### src/rtl/product_except_self_top_defines.svh
// Assertion macros for the product-except-self block.
// Included by the top level only; relies on aclk and aresetn in the including scope.
`ifndef PRODUCT_EXCEPT_SELF_TOP_DEFINES_SVH
`define PRODUCT_EXCEPT_SELF_TOP_DEFINES_SVH

// Property that must hold at every clock edge outside reset.
`define PES_ASSERT(label, prop, msg) \
    label: assert property (@(posedge aclk) disable iff (!aresetn) prop) \
        else $error(msg);

// Implication checked in the cycle after the trigger, outside reset.
`define PES_ASSERT_NEXT(label, ante, cons, msg) \
    label: assert property (@(posedge aclk) disable iff (!aresetn) (ante) |=> (cons)) \
        else $error(msg);

`endif

### src/rtl/pes_pkg.sv
// Shared types and constants for the product-except-self block.
// No dependencies; used by every module of the block.
`default_nettype none

package pes_pkg;

    // Default vector depth and fixed field widths.
    localparam int MAX_LEN_DEF = 64;
    localparam int DATA_W      = 32;
    localparam int POS_W       = 6;
    localparam int S_TDATA_W   = 32;
    localparam int M_TDATA_W   = 40;

    // Neutral element of the product.
    localparam logic [DATA_W-1:0] ONE = 32'd1;

    // Sequencer states.
    typedef enum logic [2:0] {
        ST_IDLE,
        ST_LOAD,
        ST_SUF_RD,
        ST_SUF_MUL,
        ST_SUF_WB,
        ST_EMIT_RD,
        ST_EMIT_MUL,
        ST_EMIT_OUT
    } state_t;

    // Write strobes from the sequencer to the element and product stores.
    typedef struct packed {
        logic elem_we;
        logic pre_we;
        logic suf_we;
    } mem_cmd_t;

endpackage

`default_nettype wire

### src/rtl/pes_mul.sv
// Shared 32 x 32 multiplier with a registered, enabled result (low word only).
// Depends on pes_pkg for the data width.
`default_nettype none

module pes_mul (
    input  wire logic                       aclk,
    input  wire logic                       en,
    input  wire logic [pes_pkg::DATA_W-1:0] a,
    input  wire logic [pes_pkg::DATA_W-1:0] b,
    output logic      [pes_pkg::DATA_W-1:0] p_reg
);

    logic [2*pes_pkg::DATA_W-1:0] full_prod;

    // Full product; only the low word is kept, which wraps modulo 2^32.
    assign full_prod = a * b;

    // The result holds while the unit is not enabled.
    always_ff @(posedge aclk) begin
        if (en) begin
            p_reg <= full_prod[pes_pkg::DATA_W-1:0];
        end
    end

endmodule

`default_nettype wire

### config.mk
export PLATFORM = sky130hd
export DESIGN_NAME = pes_mul
export DESIGN_NICKNAME = d
export VERILOG_FILES = /design/src/rtl/product_except_self_top_defines.svh /design/src/rtl/pes_pkg.sv /design/src/rtl/pes_mul.sv
export SDC_FILE = /design/constraint.sdc
export NUM_CORES = 1
export LEC_CHECK = 0
export BUFFER_PORTS_ARGS = -buffer_cell sky130_fd_sc_hd__clkbuf_2
export CAP_MARGIN = 25
export CORE_ASPECT_RATIO = 2
export CORE_MARGIN = 8
export CORE_UTILIZATION = 50
export DETAILED_ROUTE_END_ITERATION = 8
export GPL_TIMING_DRIVEN = 0
export PLACE_DENSITY = 0.67
export REMOVE_ABC_BUFFERS = 1
export SYNTH_ARGS = -nofsm -noshare
export SYNTH_HDL_FRONTEND = slang
export SYNTH_SLANG_ARGS = --single-unit
### constraint.sdc
create_clock -name aclk -period 12.2 [get_ports aclk]
set_input_delay 2.44 -clock aclk [delete_from_list [all_inputs] [get_ports aclk]]
set_output_delay 2.44 -clock aclk [all_outputs]
set_load 0.02 [all_outputs]
Word level (Yosys, flattened, before mapping) --
Cells that the tools add are included.
Operators by class: shift-type cells 0, reduce and logical (&&, ||, !) cells 0, equality and inequality tests 0, magnitude comparators 0, divide/modulo/power cells 0, bitwise operators 0, $add $sub $neg 0, multiplexer cells 0, $mul 1
Operator list (number):
- multiplier 32 x 32 -> 32 bit | 1
Word-level totals: logic and storage cells 2, RAM bits 0, output and inout port bits 32, memories kept 0, input bits 66, register bits 32, latch bits 0, bits in read-only memories 0

Logic depth before layout (Yosys ltp) --
depth after elaboration 1, depth in mapped cells 26, mapped depth without buffers 24

Worst setup path after synthesis --
OpenSTA, ideal clock, no wires.
kind input-to-reg, start input port b[3] (netlist name), end register p_reg[29] (netlist name) (data pin), data required time 12065 ps, library setup time 135 ps, path slack 3287 ps, buffers on the path 2, stages 24, arrival 8778 ps, cell sequence clkbuf_1 -> clkbuf_1 -> and2_1 -> fa_1 -> inv_1 -> fa_1 -> fa_1 -> fa_1 -> inv_1 -> fa_1 -> inv_1 -> fa_1 -> inv_1 -> fa_1 -> fa_1 -> ha_1 -> and4_1 -> and2_2 -> o31ai_1 -> o211a_1 -> a21oi_2 -> a41o_1 -> or4_1 -> nand3_1
On the way: longest elaborated chain between the ends 1
Ends and longest elaborated chain:
- start: declaration | line pes_mul.sv:9 | input wire logic [pes_pkg::DATA_W-1:0] b,
- multiplier 32 x 32 -> 32 bit | line pes_mul.sv:16 | assign full_prod = a * b;
- via full_prod, one bit | line pes_mul.sv:13 | logic [2*pes_pkg::DATA_W-1:0] full_prod;
- end signal: assignment | line pes_mul.sv:21 | p_reg <= full_prod[pes_pkg::DATA_W-1:0];
- end: declaration | line pes_mul.sv:10 | output logic [pes_pkg::DATA_W-1:0] p_reg
The timed path passes the listed nets, and every way through them passes these cells. A chain may end at the register's enable or synchronous reset.

Worst setup path in the final report --
start input port b[2] (netlist name), end register p_reg[29] (netlist name) (data pin)
The elaborated chain is that of the path after synthesis.

==> results.md <==
- Worst Setup SP: b[2]
- Max-slew headroom: 0.3497
- Number of enable flip-flop cells after synthesis: 32
- Antenna violations before repair: 0
- Die H: 274.8 um
- Synthesis-to-layout area growth: 5.364%
- Most common library cells after synthesis: fa_1 (408), and2_1 (368), inv_1 (363), nand2_1 (169), ha_1 (123)
- Max H-tree Level: 2
- Crit path kind: primary input to register
- Worst EP arrival: roughly 9.4 ns
- CTS Buf Count: 5
- Most frequently used flop master after synthesis: edfxtp_1
- Max reg flops: 32
- Vias in the first global route: roughly 13,000
- Slowest stage delay, CP: 0.55 ns
- Antenna-violating nets left: 0
- Fin. max-slew vios: 0
- CP endpoint: p_reg[29]
- Ys Warns: 0
- CP required: 12.35 ns
- Most common cell in the synthesized netlist: fa_1
- Share of cells above drive strength 1: 0.06682
- Full die area: 0.03996 sq mm
- Crit end category: register
- Via count: 11,308
- Max-Cap Viols: 0
- Diodes inserted: 0
- Status: finished, final reports clean
- Die boundary width: 145.4 um
- Unique cell type count in the Yosys netlist: 45
- Post-CTS Hold Buffers: 0
- Crit-path max FO: 30
- DR WL/cell: about 18 um
- Post-DP HPWL: between 30,000 and 40,000 um
- Post-Place Cell Area: 0.01748 sq mm
- WL final: 40,000 um
- Row count: 95
- Io pins: 98
- Mapped Area: 0.01675 sq mm
- Most frequent cell on the critical path: fa_1
- Worst min-delay path class: primary input to register
- DRC viols: 0
- Clock root cell: clkbuf_16
- DRT Pass-1 Iters: 4
- Post-CTS setup buffers: 0
- Asr flop ratio synth: 0
- Post-layout net count: 2,362
- Clk buf depth: 2
- Fmax: 0.1080 GHz
- Crit share post-route: 0.7586
- Largest net degree at the start of global routing: 33
- Actual slew at the worst max-slew pin: 0.9754 ns
- Mapped Cells: 1,741
- Total gr overflow: 0
- Initial DRC Count: 493
- Global Route Usage Sum: 0.2142
- CP max-delay cell: fa_1
- CP Cell Sequence: clkbuf_2 > and2_1 > fa_1 > inv_1 > fa_1 > fa_1 > fa_1 > inv_1 > fa_1 > inv_1 > fa_1 > inv_1 > fa_1 > fa_1 > ha_1 > and4_1 > and2_2 > o31ai_1 > o211a_1 > a21oi_2 > a41o_1 > or4_1 > nand3_1
- Final TNS setup: 0 ns
- Largest delay contributor family on the critical path: adder cells
- Port Buf Inserts: 97
- Worst setup SP type: primary input
- CTS tree: done
- Starting density of the core: 0.5032
- Synth top area share: 0.4877
- Dominant cells by area after synthesis: fa_1 (49%), and2_1 (14%), ha_1 (9.2%), inv_1 (8.1%), edfxtp_1 (5.7%)
- First-pass GRT wire length: slightly below 70,000 um
- Routed vias/inst: 5.135
- CP Depth: 23
- Area of the core: 0.03328 sq mm
- Area leader, netlist: fa_1
- Min Clock Period, post-route: 9.255 ns
- Critical path buffer and inverter count: 5
- Syn Area/Cell: 9.619 sq um
- Post_cts resized: 0
- Final setup fails: 0
- Post-route cell area: 0.01764 sq mm
- Sequential share of the synthesized area: 0.05738
- Reg clk slew, reported paths: 0.05 ns
- RSZ-0062 raised after global routing: false
- #FFs+latches synth: 32
- Final Hold Vio Count: 0
- # clock sinks: 32
- Routability congestion estimate from global placement: 0.8445
[cell usage in the layout, fill, tap and decap left out, types with 3 or more instances in the layout]
master     netlist  final
fa_1           408    408
and2_1         368    368
inv_1          363    363
nand2_1        169    169
ha_1           123    123
clkbuf_2         0     97
xnor2_1         65     65
edfxtp_1        32     32
a21oi_1         22     22
xor2_1          19     19
o21ai_0         11     11
nor2_1          11     11
nand3_1          7      7
o21bai_1         6      6
a21o_1           5      5
a21o_2           5      5
nor3_1           5      5
clkbuf_16        0      5
a211oi_1         4      4
o21a_1           4      4
o211ai_1         3      3
[kinds of logic after synthesis]
group / share of synthesized area
AOI/OAI and AO/OA: 0.03198
and+or+nand+nor: 0.1878
adders and majority gates: 0.5796
DFF: 0.05738
buffers and inverters: 0.09930
xor gates and xnor gates: 0.04393
[per-layer routing]
metal | track usage | part of all wire
met1 | 0.2992 | 0.47
met4 | 0.03635 | 0.012
met3 | 0.02092 | 0.043
met2 | 0.3614 | 0.48
met5 | 0 | 0
[final cells by class]
class / instances / area, sq um
clock buffers: 5 / 125.1
flip-flops and latches: 32 / 960.9
fillers: 3158 / 15640
clock inverters: 3 / 42.54
multi-input cells: 1266 / 14120
well taps: 436 / 545.5
repair buffers: 97 / 485.5
inverters: 363 / 1363
[worst min-delay path by stage]
stage                            to  slack, ns  cells past startpoint      start
after global routing      p_reg[27]       2.98                      1         en
after CTS                 p_reg[30]       2.95                      1         en
after global placement    p_reg[13]       2.90                      1  p_reg[13]
after detailed placement  p_reg[27]       2.90                      1  p_reg[27]
final                     p_reg[28]       2.94                      1         en
after floorplan            p_reg[0]       2.55                      0         en
[through the flow]
step           utilization  setup slack, ns  cells  hold WS, ns
2_1_floorplan            -            3.602   1661        2.553
3_3_place_gp        0.5251            2.708   2194        2.897
3_5_place_dp        0.5251            2.677   2194        2.898
4_1_cts             0.5302            2.935   2202        2.953
5_1_grt             0.5302            2.691   2202        2.984
6_report            0.5302            2.945   2202        2.941
Power is left out: the tool's default activity adds up to more than one toggle a clock period on the data nets, which glitch-free logic cannot reach.
