$ cat src/rtl/product_except_self_top_defines.svh
// Assertion macros for the product-except-self block.
// Included by the top level only; relies on aclk and aresetn in the including scope.
`ifndef PRODUCT_EXCEPT_SELF_TOP_DEFINES_SVH
`define PRODUCT_EXCEPT_SELF_TOP_DEFINES_SVH

// Property that must hold at every clock edge outside reset.
`define PES_ASSERT(label, prop, msg) \
    label: assert property (@(posedge aclk) disable iff (!aresetn) prop) \
        else $error(msg);

// Implication checked in the cycle after the trigger, outside reset.
`define PES_ASSERT_NEXT(label, ante, cons, msg) \
    label: assert property (@(posedge aclk) disable iff (!aresetn) (ante) |=> (cons)) \
        else $error(msg);

`endif

$ cat src/rtl/pes_pkg.sv
// Shared types and constants for the product-except-self block.
// No dependencies; used by every module of the block.
`default_nettype none

package pes_pkg;

    // Default vector depth and fixed field widths.
    localparam int MAX_LEN_DEF = 64;
    localparam int DATA_W      = 32;
    localparam int POS_W       = 6;
    localparam int S_TDATA_W   = 32;
    localparam int M_TDATA_W   = 40;

    // Neutral element of the product.
    localparam logic [DATA_W-1:0] ONE = 32'd1;

    // Sequencer states.
    typedef enum logic [2:0] {
        ST_IDLE,
        ST_LOAD,
        ST_SUF_RD,
        ST_SUF_MUL,
        ST_SUF_WB,
        ST_EMIT_RD,
        ST_EMIT_MUL,
        ST_EMIT_OUT
    } state_t;

    // Write strobes from the sequencer to the element and product stores.
    typedef struct packed {
        logic elem_we;
        logic pre_we;
        logic suf_we;
    } mem_cmd_t;

endpackage

`default_nettype wire

$ cat src/rtl/pes_ctrl.sv
// Sequencer for the product-except-self block: load, suffix pass and emit
// pass around one shared multiplier. Depends on pes_pkg.
`default_nettype none

module pes_ctrl #(
    parameter  int MAX_LEN = pes_pkg::MAX_LEN_DEF,
    localparam int ADDR_W  = $clog2(MAX_LEN),
    localparam int CNT_W   = $clog2(MAX_LEN + 1)
) (
    input  wire logic                       aclk,
    input  wire logic                       aresetn,
    // Input handshake
    input  wire logic                       in_valid,
    input  wire logic                       in_last,
    input  wire logic [pes_pkg::DATA_W-1:0] in_value,
    output logic                            in_ready,
    // Result handshake
    output logic                            out_valid,
    input  wire logic                       out_ready,
    output logic                            out_last,
    output logic      [pes_pkg::POS_W-1:0]  out_pos,
    // Shared multiplier
    output logic                            mul_en,
    output logic      [pes_pkg::DATA_W-1:0] mul_a,
    output logic      [pes_pkg::DATA_W-1:0] mul_b,
    input  wire logic [pes_pkg::DATA_W-1:0] mul_p,
    // Stores
    output pes_pkg::mem_cmd_t               mem_cmd,
    output logic      [ADDR_W-1:0]          wr_addr,
    output logic      [ADDR_W-1:0]          elem_rd_addr,
    output logic      [ADDR_W-1:0]          pre_rd_addr,
    output logic      [ADDR_W-1:0]          suf_rd_addr,
    input  wire logic [pes_pkg::DATA_W-1:0] elem_rd,
    input  wire logic [pes_pkg::DATA_W-1:0] pre_rd,
    input  wire logic [pes_pkg::DATA_W-1:0] suf_rd
);

    pes_pkg::state_t            state_reg, state_next;
    logic [CNT_W-1:0]           count_reg, count_next;
    logic [CNT_W-1:0]           n_reg, n_next;
    logic [ADDR_W-1:0]          idx_reg, idx_next;
    logic                       last_reg, last_next;
    logic [pes_pkg::DATA_W-1:0] run_reg, run_next;

    logic full;
    logic at_end;
    logic at_start;

    assign full     = (count_reg == CNT_W'(MAX_LEN));
    assign at_end   = (CNT_W'(idx_reg) == n_reg - CNT_W'(1));
    assign at_start = (idx_reg == '0);

    // Control registers.
    always_ff @(posedge aclk) begin
        if (!aresetn) begin
            state_reg <= pes_pkg::ST_IDLE;
            count_reg <= '0;
            n_reg     <= '0;
            idx_reg   <= '0;
            last_reg  <= 1'b0;
        end else begin
            state_reg <= state_next;
            count_reg <= count_next;
            n_reg     <= n_next;
            idx_reg   <= idx_next;
            last_reg  <= last_next;
        end
    end

    // Running prefix or suffix product.
    always_ff @(posedge aclk) begin
        run_reg <= run_next;
    end

    // Next state, store strobes and multiplier operands.
    always_comb begin
        state_next   = state_reg;
        count_next   = count_reg;
        n_next       = n_reg;
        idx_next     = idx_reg;
        last_next    = last_reg;
        run_next     = run_reg;
        in_ready     = 1'b0;
        out_valid    = 1'b0;
        mul_en       = 1'b0;
        mul_a        = run_reg;
        mul_b        = in_value;
        mem_cmd      = '0;
        wr_addr      = count_reg[ADDR_W-1:0];
        elem_rd_addr = idx_reg;
        pre_rd_addr  = at_start ? '0 : idx_reg - ADDR_W'(1);
        suf_rd_addr  = at_end ? '0 : idx_reg + ADDR_W'(1);

        case (state_reg)
            pes_pkg::ST_IDLE: begin
                in_ready = 1'b1;
                if (in_valid) begin
                    last_next = in_last;
                    if (!full) begin
                        // Store the element and start its prefix product.
                        mem_cmd.elem_we = 1'b1;
                        mul_en          = 1'b1;
                        mul_a           = (count_reg == '0) ? pes_pkg::ONE : run_reg;
                        state_next      = pes_pkg::ST_LOAD;
                    end else if (in_last) begin
                        // Store full: the marker still closes the run.
                        n_next     = count_reg;
                        idx_next   = ADDR_W'(MAX_LEN - 1);
                        state_next = pes_pkg::ST_SUF_RD;
                    end
                end
            end

            pes_pkg::ST_LOAD: begin
                mem_cmd.pre_we = 1'b1;
                run_next       = mul_p;
                count_next     = count_reg + CNT_W'(1);
                if (last_reg) begin
                    n_next     = count_reg + CNT_W'(1);
                    idx_next   = count_reg[ADDR_W-1:0];
                    state_next = pes_pkg::ST_SUF_RD;
                end else begin
                    state_next = pes_pkg::ST_IDLE;
                end
            end

            pes_pkg::ST_SUF_RD: begin
                state_next = pes_pkg::ST_SUF_MUL;
            end

            pes_pkg::ST_SUF_MUL: begin
                mul_en     = 1'b1;
                mul_a      = at_end ? pes_pkg::ONE : run_reg;
                mul_b      = elem_rd;
                state_next = pes_pkg::ST_SUF_WB;
            end

            pes_pkg::ST_SUF_WB: begin
                mem_cmd.suf_we = 1'b1;
                wr_addr        = idx_reg;
                run_next       = mul_p;
                if (at_start) begin
                    state_next = pes_pkg::ST_EMIT_RD;
                end else begin
                    idx_next   = idx_reg - ADDR_W'(1);
                    state_next = pes_pkg::ST_SUF_RD;
                end
            end

            pes_pkg::ST_EMIT_RD: begin
                state_next = pes_pkg::ST_EMIT_MUL;
            end

            pes_pkg::ST_EMIT_MUL: begin
                // Edges of the vector use the empty product.
                mul_en     = 1'b1;
                mul_a      = at_start ? pes_pkg::ONE : pre_rd;
                mul_b      = at_end ? pes_pkg::ONE : suf_rd;
                state_next = pes_pkg::ST_EMIT_OUT;
            end

            pes_pkg::ST_EMIT_OUT: begin
                out_valid = 1'b1;
                if (out_ready) begin
                    if (at_end) begin
                        count_next = '0;
                        state_next = pes_pkg::ST_IDLE;
                    end else begin
                        idx_next   = idx_reg + ADDR_W'(1);
                        state_next = pes_pkg::ST_EMIT_RD;
                    end
                end
            end

            default: begin
                state_next = pes_pkg::ST_IDLE;
            end
        endcase
    end

    assign out_last = at_end;
    assign out_pos  = pes_pkg::POS_W'(idx_reg);

endmodule

`default_nettype wire

$ cat config.mk
export PLATFORM = sky130hd
export DESIGN_NAME = pes_ctrl
export DESIGN_NICKNAME = d
export VERILOG_FILES = /design/src/rtl/product_except_self_top_defines.svh /design/src/rtl/pes_pkg.sv /design/src/rtl/pes_ctrl.sv
export SDC_FILE = /design/constraint.sdc
export NUM_CORES = 1
export LEC_CHECK = 0
export ABC_AREA = 1
export BUFFER_PORTS_ARGS = -buffer_cell sky130_fd_sc_hd__buf_4
export CAP_MARGIN = 20
export CORE_MARGIN = 10
export CORE_UTILIZATION = 43
export DETAILED_ROUTE_END_ITERATION = 10
export PLACE_DENSITY_LB_ADDON = 0.3
export REMOVE_ABC_BUFFERS = 1
export SETUP_SLACK_MARGIN = 0.4
export SKIP_CTS_REPAIR_TIMING = 1
export SLEW_MARGIN = 20
export SYNTH_ARGS = -nofsm -noshare
export SYNTH_HDL_FRONTEND = slang
export SYNTH_SLANG_ARGS = --single-unit
$ cat constraint.sdc
create_clock -name aclk -period 2.8 [get_ports aclk]
set_clock_uncertainty 0.1 [all_clocks]
set_input_delay 0.42 -clock aclk [delete_from_list [all_inputs] [get_ports aclk]]
set_output_delay 0.42 -clock aclk [all_outputs]
set_load 0.02 [all_outputs]
# After elaboration in Yosys (flattened, before gate mapping)

Index checks and enable logic that the tools add are counted.
W data, S select, Z words.

Register bits: 56
Output and inout port bits: 101
Word-level logic and storage cells: 84

Mux-type cells: 43
Reduce and logical (&&, ||, !) cells: 13
Equality and inequality tests: 18
Add/subtract/negate cells: 4

Operators by type and width:

| operator              | count |
|---|---|
| $mux W32              | 6 |
| $pmux W32 S3          | 1 |
| $pmux W32 S2          | 1 |
| $mux W6               | 10 |
| $mux W7               | 6 |
| $pmux W7 S2           | 2 |
| $pmux W3 S8           | 1 |
| $pmux W6 S4           | 1 |
| $mux W3               | 6 |
| $ne A2 B2 Y1 const B  | 8 |
| $eq A3 B3 Y1 const B  | 4 |
| $reduce_and A8 Y1     | 1 |
| $add A7 B1 Y7 const B | 1 |
| $eq A6 B7 Y1          | 1 |
| $eq A7 B7 Y1 const B  | 1 |
| $logic_not A7 Y1      | 1 |
| $mux W1               | 7 |
| $sub A7 B1 Y7 const B | 1 |
| $add A6 B1 Y6 const B | 1 |
| $eq A3 B2 Y1 const B  | 2 |
| $logic_not A6 Y1      | 1 |
| $reduce_and A3 Y1     | 2 |
| $sub A6 B1 Y6 const B | 1 |
| $reduce_and A5 Y1     | 1 |
| 9 further kinds       | 11 |

# Depth between registers and ports, before layout

Gate-level depths: netlist of the first run.

Depth after elaboration: 5
Mapped depth: 16

# Worst setup path before layout of the first run

OpenSTA, ideal clock, no wires.

Path kind: register to output
Start point: register n_reg[0]
End point: output mul_a[10] (netlist name)
Data required time: 2.280 ns
Slack: 0.555 ns
Data arrival time: 1.725 ns
Cell stages (with the launch flop): 13
Path buffers: 1
Cells stage by stage: dfxtp_1 > inv_1 > ha_1 > xnor2_1 > nor2_1 > nand2_1 > nor2_4 > nand2_4 > nand2_1 > nand3_1 > buf_2 > nand2_1 > nand2_1

Word-level cells in the longest chain between the ends: 4

RTL lines:

| what                   | RTL line        | source |
|---|---|---|
| start, declared        | pes_ctrl.sv:40  | `logic [CNT_W-1:0] n_reg, n_next;` |
| start signal, assigned | pes_ctrl.sv:64  | `n_reg <= n_next;` |
| $sub A7 B1 Y7          | pes_ctrl.sv:50  | `assign at_end = (CNT_W'(idx_reg) == n_reg - CNT_W'(1));` |
| $eq A6 B7 Y1           | pes_ctrl.sv:50  |  |
| $mux W32               | pes_ctrl.sv:133 | `mul_a = at_end ? pes_pkg::ONE : run_reg;` |
| $pmux W32 S3           | pes_ctrl.sv:94  | `case (state_reg)` |
| end, declared          | pes_ctrl.sv:24  | `output logic [pes_pkg::DATA_W-1:0] mul_a,` |

No other way between the ends.

# Worst setup path in the final report of the first run

Start point: register n_reg[0]
End point: output mul_a[3] (netlist name)

Same word-level chain as after synthesis.

==> results of run 1 <==
==> worst register-to-register path, delay by kind of cell (launching register included) <==
kind	cells	cell delay, ns
flip-flops	1	0.38
adder cells (fa/ha/maj)	1	0.18
buffers and inverters	1	0.11
AND/OR/NAND/NOR	5	0.89
AO/OA/AOI/OAI	2	0.41
==> cell type report <==
| type | count | share of cell area |
|---|---|---|
| multi-input cells | 482 | 0.363 |
| repair buffers | 291 | 0.350 |
| flip-flops and latches | 56 | 0.215 |
| inverters | 52 | 0.0309 |
| well taps | 129 | 0.0239 |
| clock buffers | 5 | 0.0102 |
| clock inverters | 3 | 0.00630 |
| diodes | 2 | 0.000741 |
==> Yosys cell counts (2+ instances only) <==
| cell type | number | area share |
|---|---|---|
| nor2_4 | 2 | 0.0054 |
| nand4_1 | 4 | 0.0060 |
| nor2_1 | 44 | 0.040 |
| nand2_1 | 217 | 0.20 |
| xnor2_1 | 2 | 0.0042 |
| buf_4 | 9 | 0.016 |
| xor2_1 | 8 | 0.017 |
| ha_1 | 7 | 0.021 |
| clkbuf_1 | 16 | 0.014 |
| nor3_1 | 2 | 0.0024 |
| inv_2 | 4 | 0.0036 |
| o21ai_0 | 25 | 0.030 |
| edfxtp_1 | 32 | 0.23 |
| a21oi_1 | 25 | 0.030 |
| nand3_1 | 117 | 0.14 |
| nor2_2 | 5 | 0.0075 |
| o221ai_1 | 2 | 0.0042 |
| inv_1 | 47 | 0.042 |
| nand2_2 | 6 | 0.0090 |
| a211oi_1 | 2 | 0.0036 |
| dfxtp_1 | 24 | 0.12 |
| buf_6 | 2 | 0.0054 |
| nand3_2 | 2 | 0.0048 |
| buf_2 | 12 | 0.014 |
| or2_2 | 2 | 0.0030 |
==> worst max path at each step <==
stage / end / slack (ns) / depth (start not counted)
after floorplan: mul_a[10] / -1.07 / 8
after global placement: mul_b[2] / 0.25 / 11
after detailed placement: mul_b[2] / 0.20 / 11
after CTS: mul_b[2] / -0.16 / 11
after global routing: mul_a[27] / -0.09 / 16
final: mul_a[3] / 0.09 / 15
==> cells by family after synthesis <==
group                      after synthesis
and+or+nand+nor                        406
buffers and inverters                   92
AOI/OAI and AO/OA                       59
DFF                                     56
xor gates and xnor gates                10
adders and majority gates                7
==> metrics by stage <==
step           total power [mW]  utilization  setup WS [ns]  std cells
2_1_floorplan              1.61            -          -1.07        590
5_1_grt                    3.09        0.724        -0.0921       1020
4_1_cts                    2.75        0.675         -0.158       1004
6_report                   2.95        0.724         0.0909       1020
3_5_place_dp               2.22        0.663          0.198        996
3_3_place_gp               2.20        0.663          0.253        996
==> power groups by stage <==
| stage | Sequential (mW) | Clock [mW] | Combinational [mW] |
|---|---|---|---|
| 5_1_grt | 0.996 | 0.583 | 1.51 |
| 2_1_floorplan | 1.01 | 0 | 0.604 |
| 4_1_cts | 0.981 | 0.548 | 1.22 |
| 6_report | 0.989 | 0.545 | 1.42 |
| 3_5_place_dp | 0.999 | 0 | 1.22 |
| 3_3_place_gp | 0.999 | 0 | 1.20 |
==> layer usage <==
metal | track usage | up-vias
met5 | 0 | -
met4 | 0.0974 | 0
met3 | 0.0676 | 53
met2 | 0.468 | 343
met1 | 0.274 | 2562
li1 | - | 2568
==> flow_summary.ini, run 1 <==
[route]
highest_layer = met4
vias = 5526
drc_errors = 0
drtAntennaViolNets = 0
wl_met2_um = 10600
wl_met1_um = 7300
drt_pass1_iterations = 6
wl_met3_um = 1980
drtIter0Drc = 671
post_drt_wl_per_cell_um = 20.3
vias_per_cell = 5.42
routed_wl_um = 20700

[yosys]
yosys.cell_types.count = 37
synthFlopType = edfxtp_1
synth_warnings = 0
synth_area_sq_um = 4150
synth_seq_area_share = 0.347
yosys-mux-area-fraction = 0
synth_edf_count = 32
synth_top_family_by_area = simple AND/OR/NAND/NOR gates
synth-simple-area-share = 0.430
synthCells = 630
synthAdderAreaFrac = 0.0211
syn_area_per_cell_sq_um = 6.59
synth_seq_cells = 56
synth_compound_area_frac = 0.0810
synth_xor_area_frac = 0.0211
synth-async-reset-ratio = 0

[pwr]
ir_worst_vdd_mv = 0.403
clockPowerShare = 0.185
seqPwrFrac = 0.335
cellLeakagePower_nw = 3.39
power.switching_mw = 1.12
swShare = 0.380
p_int_mw = 1.83
comb_power_share = 0.481
pwr_density_cell_nw_per_um2 = 437

[sta]
tns_ns = 0
fmax_ghz = 0.369
fin_crit_sh = 0.968
tightest_slew_ns = 0.457
finalSetupViolations = 0
slew_violations = 0
rsz0062_at_grt = true
timing.hold.ws_ns = 0.173
hold_viol_final = 0
worst_slew_margin_rel = 0.694
finalCriticalPeriod_ns = 2.71

[floorplanning]
dieHeight_um = 118
die_area_sq_um = 14000
rows = 35
die_w_um = 118
initial_utilization = 0.445
ios = 266
fp.coreArea_sq_um = 9330

[critical_path]
critPathKind = reg2out
crit_path_max_fanout = 8
cp-startpoint = n_reg[0]$_SDFFE_PN0P_
start_kind = flop
critPathSlowestCell = dfxtp_2
r2r_cells = 9
arrival_ns = 2.19
cpPeakStageDelay_ns = 0.36
cp_num_buf_inv = 3
worstReg2RegStart = count_reg[0]$_SDFFE_PN0P_
reg2reg_to = n_reg[1]$_SDFFE_PN0P_
cp-end-kind = primary output
cp_top_family = simple AND/OR/NAND/NOR gates
cp.required_ns = 2.28
r2r_setup_slack_ns = 0.61
crit_chain = inv_2 -> ha_4 -> nand2_4 -> nor2_4 -> nand2_1 -> nand2_1 -> nand2_1 -> nor2_2 -> nand2_4 -> nand2_4 -> nand3_4 -> clkbuf_16 -> nand2_2 -> nand2_2 -> buf_6

[place]
postPlaceCellArea_sq_um = 6180
gp_congestion = 0.986
hpwlAfterDp_um = 15700
portBuffers = 265

[global_routing]
antenna_found_initial = 2
grt_pass1_vias = 5204
grtUsageTotal = 0.256
grt_pass1_wl_um = 29000
grt_overflow = 0
grt_start_max_net_pins = 35

[final_layout]
fin_nets = 1060
mostFrequentLayoutCell = buf_4
num-fill-cells = 748
layout_common_cells = buf_4 (254), nand2_1 (184), nand3_1 (114)
largest_reg_flops = 32
drive_above_1_share = 0.424
register_area_sq_um = 1450
multiInputGateArea_sq_um = 2450
final_cell_area_sq_um = 6760
area_growth_pct = 62.7

[run_status]
status = complete, no violations

[cts]
clockBufferDepth = 2
cts_htree_levels = 2
insertion_delay_ns = 0.31
cts-root-buf = clkbuf_8
cts_tree = built
clock-sinks = 56
clk_pin_slew_ns = 0.11
cts_buffers = 5

[flow_run]
maxCapViolCount = 0

[hold_path]
min-delay-start = mul_p[21]
hold_class = in2reg
hold_depth = 1
hold_path_end = run_reg[21]$_DFFE_PP_
(Power assumes the default switching activity.)
==> run 2: changes to the inputs <==
Settings changed: PLACE_DENSITY set to 0.9, PLACE_DENSITY_LB_ADDON 0.3 to not set.
==> flow_summary.ini, run 2 (same netlist as run 1, synthesis figures left out) <==
[run_status]
status = complete, no violations

[place]
portBuffers = 265
gp_congestion = 0.948
hpwlAfterDp_um = 14600

[route]
drt_pass1_iterations = 5
vias = 5482
post_drt_wl_per_cell_um = 20.2
vias_per_cell = 5.41
routed_wl_um = 20400
drtAntennaViolNets = 0
drtIter0Drc = 858
drc_errors = 0

[sta]
finalSetupViolations = 0
hold_viol_final = 0
slew_violations = 0
fin_crit_sh = 0.965
tightest_slew_ns = 0.433
worst_slew_margin_rel = 0.711
tns_ns = 0
fmax_ghz = 0.370
rsz0062_at_grt = true
finalCriticalPeriod_ns = 2.70

[critical_path]
cpPeakStageDelay_ns = 0.34
cp.required_ns = 2.28
cp-startpoint = n_reg[1]$_SDFFE_PN0P_
crit_path_max_fanout = 8
critPathSlowestCell = dfxtp_2
cp-end-kind = primary output
start_kind = flop
worstReg2RegStart = count_reg[0]$_SDFFE_PN0P_
crit_chain = inv_2 -> ha_4 -> nand2_4 -> nor2_4 -> nand2_1 -> nand2_1 -> nand2_1 -> nor2_2 -> nand2_4 -> nand2_4 -> nand3_4 -> clkbuf_16 -> nand2_2 -> nand2_2 -> buf_6
critPathKind = reg2out
arrival_ns = 2.18

[final_layout]
mostFrequentLayoutCell = buf_4
drive_above_1_share = 0.440
largest_reg_flops = 32
fin_nets = 1055
area_growth_pct = 62.0
diodes = 0
layout_common_cells = buf_4 (251), nand2_1 (167), nand3_1 (116)

[floorplanning]
fp.coreArea_sq_um = 9330
dieHeight_um = 118
die_area_sq_um = 14000
rows = 35
ios = 266
die_w_um = 118
initial_utilization = 0.445

[global_routing]
antenna_found_initial = 0
grt_pass1_wl_um = 27500
grt_pass1_vias = 4890
grt_start_max_net_pins = 56
grt_overflow = 0
grtUsageTotal = 0.238

[cts]
clockBufferDepth = 2
cts-root-buf = clkbuf_8
clk_pin_slew_ns = 0.12
insertion_delay_ns = 0.33
cts_htree_levels = 2
cts_buffers = 5
clock-sinks = 56
cts_tree = built

[hold_path]
hold_class = in2reg
min-delay-start = mul_p[23]

[pwr]
p_total_mw = 2.90
cellLeakagePower_nw = 3.35
pwr_density_cell_nw_per_um2 = 431
ir_worst_vdd_mv = 0.370

[flow_run]
maxCapViolCount = 0
[run 2: changes by cell type in the layout (fill, tap and decap cells not counted), sizes merged]
cell / change
clkinvlp: +1
inv: +1
diode: -2
clkinv: -1
buf: -5
bufinv: -1
[run 2: metal layers]
layer,vias to the layer above,share of wire,GRT usage
li1,2561,-,-
met1,2478,0.35,0.274
met2,384,0.52,0.437
met3,59,0.096,0.0533
met4,0,0.031,0.0549
met5,-,0,0
[run 2: final timing paths]
| check | slack, ns | endpoint | depth (start not counted) |
|---|---|---|---|
| hold / removal | 0.16 | run_reg[23]$_DFFE_PP_ | 1 |
| setup / recovery | 0.1 | mul_a[6] | 15 |
| setup reg to reg | 0.54 | n_reg[2]$_SDFFE_PN0P_ | 9 |
| hold reg to reg | 0.37 | count_reg[6]$_SDFFE_PN0P_ | 2 |
[run 2: cell type report]
class                      instances  area, sq um
fill                             726         2600
multi-input combinational        482         2480
timing repair buffer             286         2330
sequential                        56         1450
inverter                          52          211
tap                              129          161
clock buffer                       5         68.8
clock inverter                     3         27.5
[run 2: where the power goes]
part / leakage [nW] / internal (mW) / total (mW) / switching, mW
clock network: 0.0463 / 0.185 / 0.495 / 0.310
logic: 2.80 / 0.620 / 1.42 / 0.802
registers: 0.498 / 0.938 / 0.985 / 0.0474
total: 3.35 / 1.74 / 2.90 / 1.16
[run 2: critical path: cells and delay by family (launching register included)]
kind | cells | cell delay (ns)
flip-flops | 1 | 0.34
buffers and inverters | 3 | 0.42
adder cells (fa/ha/maj) | 1 | 0.17
AND/OR/NAND/NOR | 11 | 0.88
[run 2: per-stage QoR]
stage	worst slack, ns	cell area [sq um]	hold WS (ns)	utilization	std cells
3_3_place_gp	0.422	6200	0.351	0.665	997
2_1_floorplan	-1.07	3940	0.341	-	590
5_1_grt	-0.0145	6730	0.151	0.721	1013
4_1_cts	-0.00482	6300	0.168	0.675	1005
3_5_place_dp	0.348	6200	0.358	0.665	997
6_report	0.0972	6730	0.159	0.721	1013
